## src/design/sts_pkg.sv

```systemverilog
package sts_pkg;

   // Fixed field widths of the item ports.
   localparam int CMD_W   = 2;
   localparam int VALUE_W = 32;
   localparam int POS_W   = 11;

   typedef enum logic [CMD_W-1:0] {
      CMD_CLEAR  = 2'd0,
      CMD_APPEND = 2'd1,
      CMD_SEARCH = 2'd2
   } cmd_type;

   typedef enum logic {
      ST_IDLE  = 1'b0,
      ST_PROBE = 1'b1
   } state_type;

endpackage

```

## src/design/sts_search_ctrl.sv

```systemverilog
module sts_search_ctrl
   import sts_pkg::*;
#(
   parameter int TABLE_DEPTH = 1024,
   localparam int ADDR_W = $clog2(TABLE_DEPTH),
   localparam int CNT_W  = $clog2(TABLE_DEPTH + 1)
) (
   input  logic                      clock,
   input  logic                      reset,
   input  logic                      start,
   output logic                      busy,
   input  logic [CMD_W-1:0]          req_cmd,
   input  logic signed [VALUE_W-1:0] req_value,
   output logic                      wr_en,
   output logic [ADDR_W-1:0]         wr_addr,
   output logic signed [VALUE_W-1:0] wr_data,
   output logic                      rd_en,
   output logic [ADDR_W-1:0]         rd_addr,
   input  logic signed [VALUE_W-1:0] rd_data,
   output logic                      rsp_valid,
   output logic [POS_W-1:0]          rsp_position,
   output logic                      rsp_found
);

   localparam int EXT_W = (CNT_W > POS_W) ? CNT_W : POS_W;

   state_type                 state_ff, state_in;
   logic [CNT_W-1:0]          count_ff, count_in;
   logic [CNT_W-1:0]          lo_ff, lo_in;
   logic [CNT_W-1:0]          hi1_ff, hi1_in;   // high bound plus one
   logic [ADDR_W-1:0]         mid_ff, mid_in;
   logic signed [VALUE_W-1:0] target_ff, target_in;
   logic                      rsp_valid_ff, rsp_valid_in;
   logic [POS_W-1:0]          rsp_pos_ff, rsp_pos_in;
   logic                      rsp_found_ff, rsp_found_in;

   logic             accept;
   logic             is_search;
   logic             is_append;
   logic             is_clear;
   logic             table_empty;
   logic             table_full;
   logic [CNT_W-1:0] mid_ext;
   logic [CNT_W-1:0] mid_first;
   logic             cmp_lt;
   logic             cmp_eq;
   logic [CNT_W-1:0] lo_step;
   logic [CNT_W-1:0] hi1_step;
   logic [CNT_W-1:0] span_step;
   logic [CNT_W-1:0] mid_step;
   logic             miss_done;
   logic [EXT_W-1:0] pos_ext;

   assign accept      = start && (state_ff == ST_IDLE);
   assign is_search   = (req_cmd == CMD_SEARCH);
   assign is_append   = (req_cmd == CMD_APPEND);
   assign is_clear    = (req_cmd == CMD_CLEAR);
   assign table_empty = (count_ff == '0);
   assign table_full  = (count_ff == CNT_W'(TABLE_DEPTH));

   // One probe step: compare the entry just read, narrow the window, next midpoint.
   always_comb begin
      mid_ext   = CNT_W'(mid_ff);
      mid_first = (count_ff - CNT_W'(1)) >> 1;
      cmp_lt    = rd_data < target_ff;
      cmp_eq    = rd_data == target_ff;
      lo_step   = cmp_lt ? (mid_ext + CNT_W'(1)) : lo_ff;
      hi1_step  = cmp_lt ? hi1_ff : mid_ext;
      miss_done = lo_step >= hi1_step;
      span_step = hi1_step - lo_step - CNT_W'(1);
      mid_step  = lo_step + (span_step >> 1);
   end

   always_comb begin
      state_in = state_ff;
      case (state_ff)
         ST_IDLE: begin
            if (accept && is_search && !table_empty) begin
               state_in = ST_PROBE;
            end
         end
         ST_PROBE: begin
            if (cmp_eq || miss_done) begin
               state_in = ST_IDLE;
            end
         end
         default: begin
            state_in = ST_IDLE;
         end
      endcase
   end

   always_comb begin
      count_in     = count_ff;
      lo_in        = lo_ff;
      hi1_in       = hi1_ff;
      mid_in       = mid_ff;
      target_in    = target_ff;
      rsp_valid_in = 1'b0;
      rsp_pos_in   = rsp_pos_ff;
      rsp_found_in = rsp_found_ff;
      wr_en        = 1'b0;
      wr_addr      = count_ff[ADDR_W-1:0];
      wr_data      = req_value;
      rd_en        = 1'b0;
      rd_addr      = mid_first[ADDR_W-1:0];
      pos_ext      = EXT_W'(lo_step);
      case (state_ff)
         ST_IDLE: begin
            if (accept) begin
               if (is_clear) begin
                  count_in = '0;
               end
               if (is_append && !table_full) begin
                  wr_en    = 1'b1;
                  count_in = count_ff + CNT_W'(1);
               end
               if (is_search) begin
                  target_in = req_value;
                  lo_in     = '0;
                  hi1_in    = count_ff;
                  mid_in    = mid_first[ADDR_W-1:0];
                  if (table_empty) begin
                     rsp_valid_in = 1'b1;
                     rsp_pos_in   = '0;
                     rsp_found_in = 1'b0;
                  end else begin
                     rd_en = 1'b1;
                  end
               end
            end
         end
         ST_PROBE: begin
            if (cmp_eq) begin
               pos_ext      = EXT_W'(mid_ext);
               rsp_valid_in = 1'b1;
               rsp_pos_in   = pos_ext[POS_W-1:0];
               rsp_found_in = 1'b1;
            end else if (miss_done) begin
               rsp_valid_in = 1'b1;
               rsp_pos_in   = pos_ext[POS_W-1:0];
               rsp_found_in = 1'b0;
            end else begin
               lo_in   = lo_step;
               hi1_in  = hi1_step;
               mid_in  = mid_step[ADDR_W-1:0];
               rd_en   = 1'b1;
               rd_addr = mid_step[ADDR_W-1:0];
            end
         end
         default: begin
         end
      endcase
   end

   always_ff @(posedge clock) begin
      if (reset) begin
         state_ff     <= ST_IDLE;
         count_ff     <= '0;
         rsp_valid_ff <= 1'b0;
      end else begin
         state_ff     <= state_in;
         count_ff     <= count_in;
         rsp_valid_ff <= rsp_valid_in;
      end
   end

   always_ff @(posedge clock) begin
      lo_ff        <= lo_in;
      hi1_ff       <= hi1_in;
      mid_ff       <= mid_in;
      target_ff    <= target_in;
      rsp_pos_ff   <= rsp_pos_in;
      rsp_found_ff <= rsp_found_in;
   end

   assign busy         = (state_ff != ST_IDLE);
   assign rsp_valid    = rsp_valid_ff;
   assign rsp_position = rsp_pos_ff;
   assign rsp_found    = rsp_found_ff;

endmodule

```

## config.mk

```make
export PLATFORM = sky130hd
export DESIGN_NAME = sts_search_ctrl
export DESIGN_NICKNAME = d
export VERILOG_FILES = /design/src/design/sts_pkg.sv /design/src/design/sts_search_ctrl.sv
export SDC_FILE = /design/constraint.sdc
export NUM_CORES = 1
export LEC_CHECK = 0
export BUFFER_PORTS_ARGS = -buffer_cell sky130_fd_sc_hd__buf_2
export CORE_UTILIZATION = 55
export DETAILED_ROUTE_END_ITERATION = 6
export GPL_TIMING_DRIVEN = 1
export PLACE_DENSITY = 0.8
export SLEW_MARGIN = 10
export SYNTH_ARGS = -nofsm -noshare
export SYNTH_HDL_FRONTEND = slang
export SYNTH_SLANG_ARGS = --single-unit
```

## constraint.sdc

```tcl
create_clock -name clock -period 16.6 [get_ports clock]
set_input_delay 3.32 -clock clock [delete_from_list [all_inputs] [get_ports clock]]
set_output_delay 3.32 -clock clock [all_outputs]
set_load 0.03 [all_outputs]
```

* Word-level counts from Yosys, hierarchy flattened *
Cells that the tools add are included.
W data, S select, Z words.

storage, ports and cells
  logic and storage cells = 94
  flip-flop bits (word level) = 89
  output and inout bits = 68
  bits of input ports = 69

cells by class
  mux-type cells = 52
  order comparisons = 2
  bitwise operators = 1
  reductions and logical operators = 14
  add/sub/neg operators = 6
  eq/ne operators = 10

operators by type and width
  operator                 number
  $mux W11                 17
  $mux W10                 7
  $pmux W11 S2             3
  $eq A32 B32 Y1           1
  $lt A32 B32 Y1           1
  $sub A11 B1 Y11 const B  2
  $mux W1                  20
  $pmux W10 S2             1
  $add A10 B1 Y11 const B  1
  $add A11 B1 Y11 const B  1
  $eq A11 B11 Y1 const B   1
  $ge A11 B11 Y1           1
  $logic_not A11 Y1        1
  $sub A11 B11 Y11         1
  $add A10 B10 Y10         1
  $ne A2 B2 Y1 const B     5
  $pmux W1 S2              4
  $reduce_and A4 Y1        2
  $reduce_and A3 Y1        2
  $logic_and A1 B1 Y1      4
  $ne A3 B1 Y1 const B     1
  $eq A2 B1 Y1 const B     1
  $eq A2 B2 Y1 const B     1
  $logic_not A1 Y1         2
  other kinds (4)          4

* Logic depth before layout (Yosys ltp) *
  depth in word-level cells = 8
  gate-level depth with buffers = 30
  mapped depth without buffers = 28

* Worst setup path after synthesis *
No wires, ideal clock.

  kind = input-to-output
  start = input port rd_data[31]
  end = output port rd_addr[9]
  path buffers = 3
  stages on the path = 24
  data arrival time = 8,617 ps
  slack = 4,663 ps
  required time = 13,280 ps
  cells stage by stage = ha_1 nand4_2 nor3_1 a221oi_1 o311a_1 a21o_2 buf_6 buf_2 mux2i_1 inv_1 ha_1 a21o_1 a21oi_1 o311ai_1 a21oi_1 xnor2_1 ha_1 clkbuf_1 a21o_1 a21o_1 a221oi_1 o21ai_0 xnor2_1 mux2i_1

between the ends
  longest elaborated chain between the ends = 8
  elaborated cells on any way between the ends = 11
  classes of those cells = add/sub: 3; order compare: 2; eq/ne: 1; mux: 5

ends and longest elaborated chain
  what                         line                                          source
  from (decl)                  sts_search_ctrl.sv:19                         input logic signed [VALUE_W-1:0] rd_data,
  $lt A32 B32 Y1               sts_search_ctrl.sv:65                         cmp_lt = rd_data < target_ff;
  $mux W11 (on tied branches)  sts_search_ctrl.sv:68, sts_search_ctrl.sv:67
  $sub A11 B11 Y11             sts_search_ctrl.sv:70                         span_step = hi1_step - lo_step - CNT_W'(1);
  $sub A11 B1 Y11              sts_search_ctrl.sv:70
  $add A10 B10 Y10             sts_search_ctrl.sv:71                         mid_step = lo_step + (span_step >> 1);
  $mux W10                     sts_search_ctrl.sv:139                        end else if (miss_done) begin
  $mux W10 *                   sts_search_ctrl.sv:134                        if (cmp_eq) begin
  $mux W10 *                   sts_search_ctrl.sv:108                        case (state_ff)
  to (decl)                    sts_search_ctrl.sv:18                         output logic [ADDR_W-1:0] rd_addr,

Every way passes the cells marked *; elsewhere a longest branch is shown, timed or not.

* Worst setup path after layout *
  start = input port rd_data[5]
  end = output port rd_addr[8]

The elaborated chain is that of the path after synthesis.

==> run summary <==
Crit Path Max Fanout = 21
largest net degree at the start of global routing = 34
Sw Pwr = 216 uW
MaxCap Viol Count = 0
post-synth net total = 804
setup_tns = 0 ps
sw frac = 31.7%
GP Congestion = 0.918
CTS Hold Bufs = 0
cell taking the most area after synthesis = edfxtp_1
actual slew at the worst max-slew pin = 1130 ps
CTS root buf = clkbuf_16
worst hold stages = 2
synth unique cells = 73
total number of vias = 5137
CTS tree = done
status = finished, violations left
register bit total from synthesis = 89
logic gate share of total power = 30.6%
fraction of layout cells with a size suffix above 1 = 24.9%
row cnt = 39
Pins Over Slew Limit = 0
ANT nets after route = 0
number of global-route vias before repair = 5186
Core Area = 0.0116 mm2
Yosys warnings = 0
clock network fraction of design power = 32.4%
maximum VDD drop = 0.0000607 V
n_diodes = 0
routed length per placed instance = 16.8 um
slowest cell delay on critical path = 580 ps
detailed-placement wirelength estimate = 11800 um
R2R setup slack = 10440 ps
commonest non-fill, non-tap cell in the layout = buf_2
synthesized instance count = 670
chip width = 112 um
Primary FF master, synth = edfxtp_1
# Post-CTS Setup Buffers = 0
die area = 0.0124 mm2
Reg-to-Reg Start = target_ff[31]
Ports = 137
# port buffers = 136
Layout area overhead = 12.2%
Die Span Y = 112 um
Pleak = 3.39 nW
# fillers = 957
RR Endpoint = mid_ff[8]
crit start category = primary input
Post-Syn Area = 0.00660 mm2
Fmax = 80.2 MHz
Num CTS Buffers = 9
CTS H-tree lvls = 3
pre-CTS WS = 4190 ps
Skew-Pair Late Insertion Delay = 350 ps
worst-case clock buffer depth = 2
Slew headroom = 23.6%
1st-iter DRT viols = 305
Finish-stage setup viols = 0
DRC = 9
Synth area leaders = edfxtp_1 (35%), ha_1 (12%), mux2i_1 (5.0%)
Worst path slowest cell = a21o_2
worst min path class = reg -> reg
register share of total power = 37.0%
Final WS setup = 4130 ps
routed wire length = 15200 um
CP arrival = 9150 ps
DR vias/cell = 5.68
Clock Pin Slew Worst Setup and Hold Paths = 60 ps
CTS sink count = 89
GRT Util Overall = 25.7%
commonest cells after routing, fill and taps aside = buf_2 (136), edfxtp_1 (76), inv_1 (68)
initial antenna violation count = 0
Critical Path RT = 13280 ps
placed cells = 889
Remaining Overflow, GRT = 0
Final Net Count = 891
clk_skew = 7.98 ps
failing checks = DRC
first-pass GRT wire length = 25100 um
Setup CP Type = in -> out
post-CTS resize count = 0
Cell Pwr Density = 92.0 mW/mm2
Final Hold Vio Count = 0
fin crit period = 12470 ps
Mean Syn Cell Area = 9.84 um2
Async SR Flop Fraction = 0%
Pint = 465 uW
RSZ-0062 raised after global routing = no
final worst-path cycle share = 75.1%
Post-synth EDFFs = 76
fin cells = 905
cell count of the worst reg-to-reg path = 28
Hold Path Origin = count_ff[10]
top cell type's share of synthesized area = 34.6%
register area share after synthesis = 38.6%
Hold Path Sink = count_ff[10]
starting density of the core = 57.0%
Worst setup EP type = output pin
TritonRoute pass-1 iters = 7
[cell families after synthesis]
group / count (synthesis) / share of synthesized area, %
compound gates: 126 / 13.2
xor+xnor: 38 / 5.27
mux: 38 / 6.09
buf+inv: 135 / 10.4
fa+ha+maj: 66 / 12.7
simple gates: 178 / 13.8
flops: 89 / 38.6
[per-layer routing]
metal  up-vias  part of all wire, %  global-route usage, %
li1       2497                    -                      -
met2       174                   50                   46.2
met4         0                  1.9                   9.46
met3        25                  5.8                   4.30
met5         -                    0                      0
met1      2441                   43                   30.8
[worst max-delay path, delay by kind of cell]
family,cells,cell delay (ps)
and+or+nand+nor,9,1230
AOI/OAI and AO/OA,11,2540
adders and majority gates,4,1240
buffers and inverters,3,350
xor gates and xnor gates,2,450
[cell usage after synthesis, types with 3 or more instances]
library cell / count
edfxtp_1: 76
inv_1: 68
ha_1: 63
nor2_1: 60
buf_4: 43
a21oi_1: 41
nand2_1: 36
mux2i_1: 33
o21ai_0: 26
xnor2_1: 25
nand3_1: 19
clkbuf_1: 17
a21o_1: 14
dfxtp_1: 13
nor3_1: 11
xor2_1: 11
a211oi_1: 7
nand4_1: 6
nor2b_1: 6
a211oi_2: 5
and2_1: 5
and3_1: 5
nand3b_1: 5
o211ai_1: 4
nand4_2: 3
nor2_2: 3
nor4_1: 3
or3_1: 3
[layout make-up]
class	count	area, um2	share of cell area [%]
tap	143	179	2.42
multi-input combinational	446	3370	45.5
clock inverter	3	46.3	0.626
clock buffer	13	282	3.80
sequential	89	2540	34.4
timing repair buffer	141	718	9.70
inverter	70	263	3.55
[sequential cells by signal (all words and copies together) (netlist names)]
name and count:
mid_ff 10, rsp_valid 1, target_ff 32, busy 1
rsp_position 11, lo_ff 11, rsp_found 1, count_ff 11
hi1_ff 11
[metrics by stage]
stage / area, um2 / hold WS, ps / power (mW) / utilization [%]
global route: 7400 / 617 / 0.710 / 64.0
floorplan: 6600 / 504 / 0.416 / -
global placement: 7070 / 516 / 0.454 / 61.2
CTS: 7400 / 561 / 0.680 / 64.0
detailed placement: 7070 / 549 / 0.460 / 61.2
finish: 7400 / 584 / 0.681 / 64.0
[worst max-delay path by stage]
stage / startpoint / endpoint / slack, ps / cells after the start
2_1_floorplan: rd_data[31] / rd_addr[9] / 4660 / 24
3_3_place_gp: rd_data[31] / rd_addr[8] / 4370 / 27
3_5_place_dp: rd_data[23] / rd_addr[8] / 4190 / 29
4_1_cts: rd_data[23] / rd_addr[8] / 4170 / 29
5_1_grt: rd_data[23] / rd_addr[8] / 3720 / 29
6_report: rd_data[5] / rd_addr[8] / 4130 / 29
[power groups by stage]
stage               Clock (mW)  Sequential, mW  Combinational [mW]
finish                   0.221           0.252               0.208
global route             0.231           0.252               0.227
CTS                      0.222           0.252               0.206
detailed placement           0           0.257               0.203
global placement             0           0.256               0.198
floorplan                    0           0.258               0.158
No activity file was read; power rests on OpenSTA's default activity.
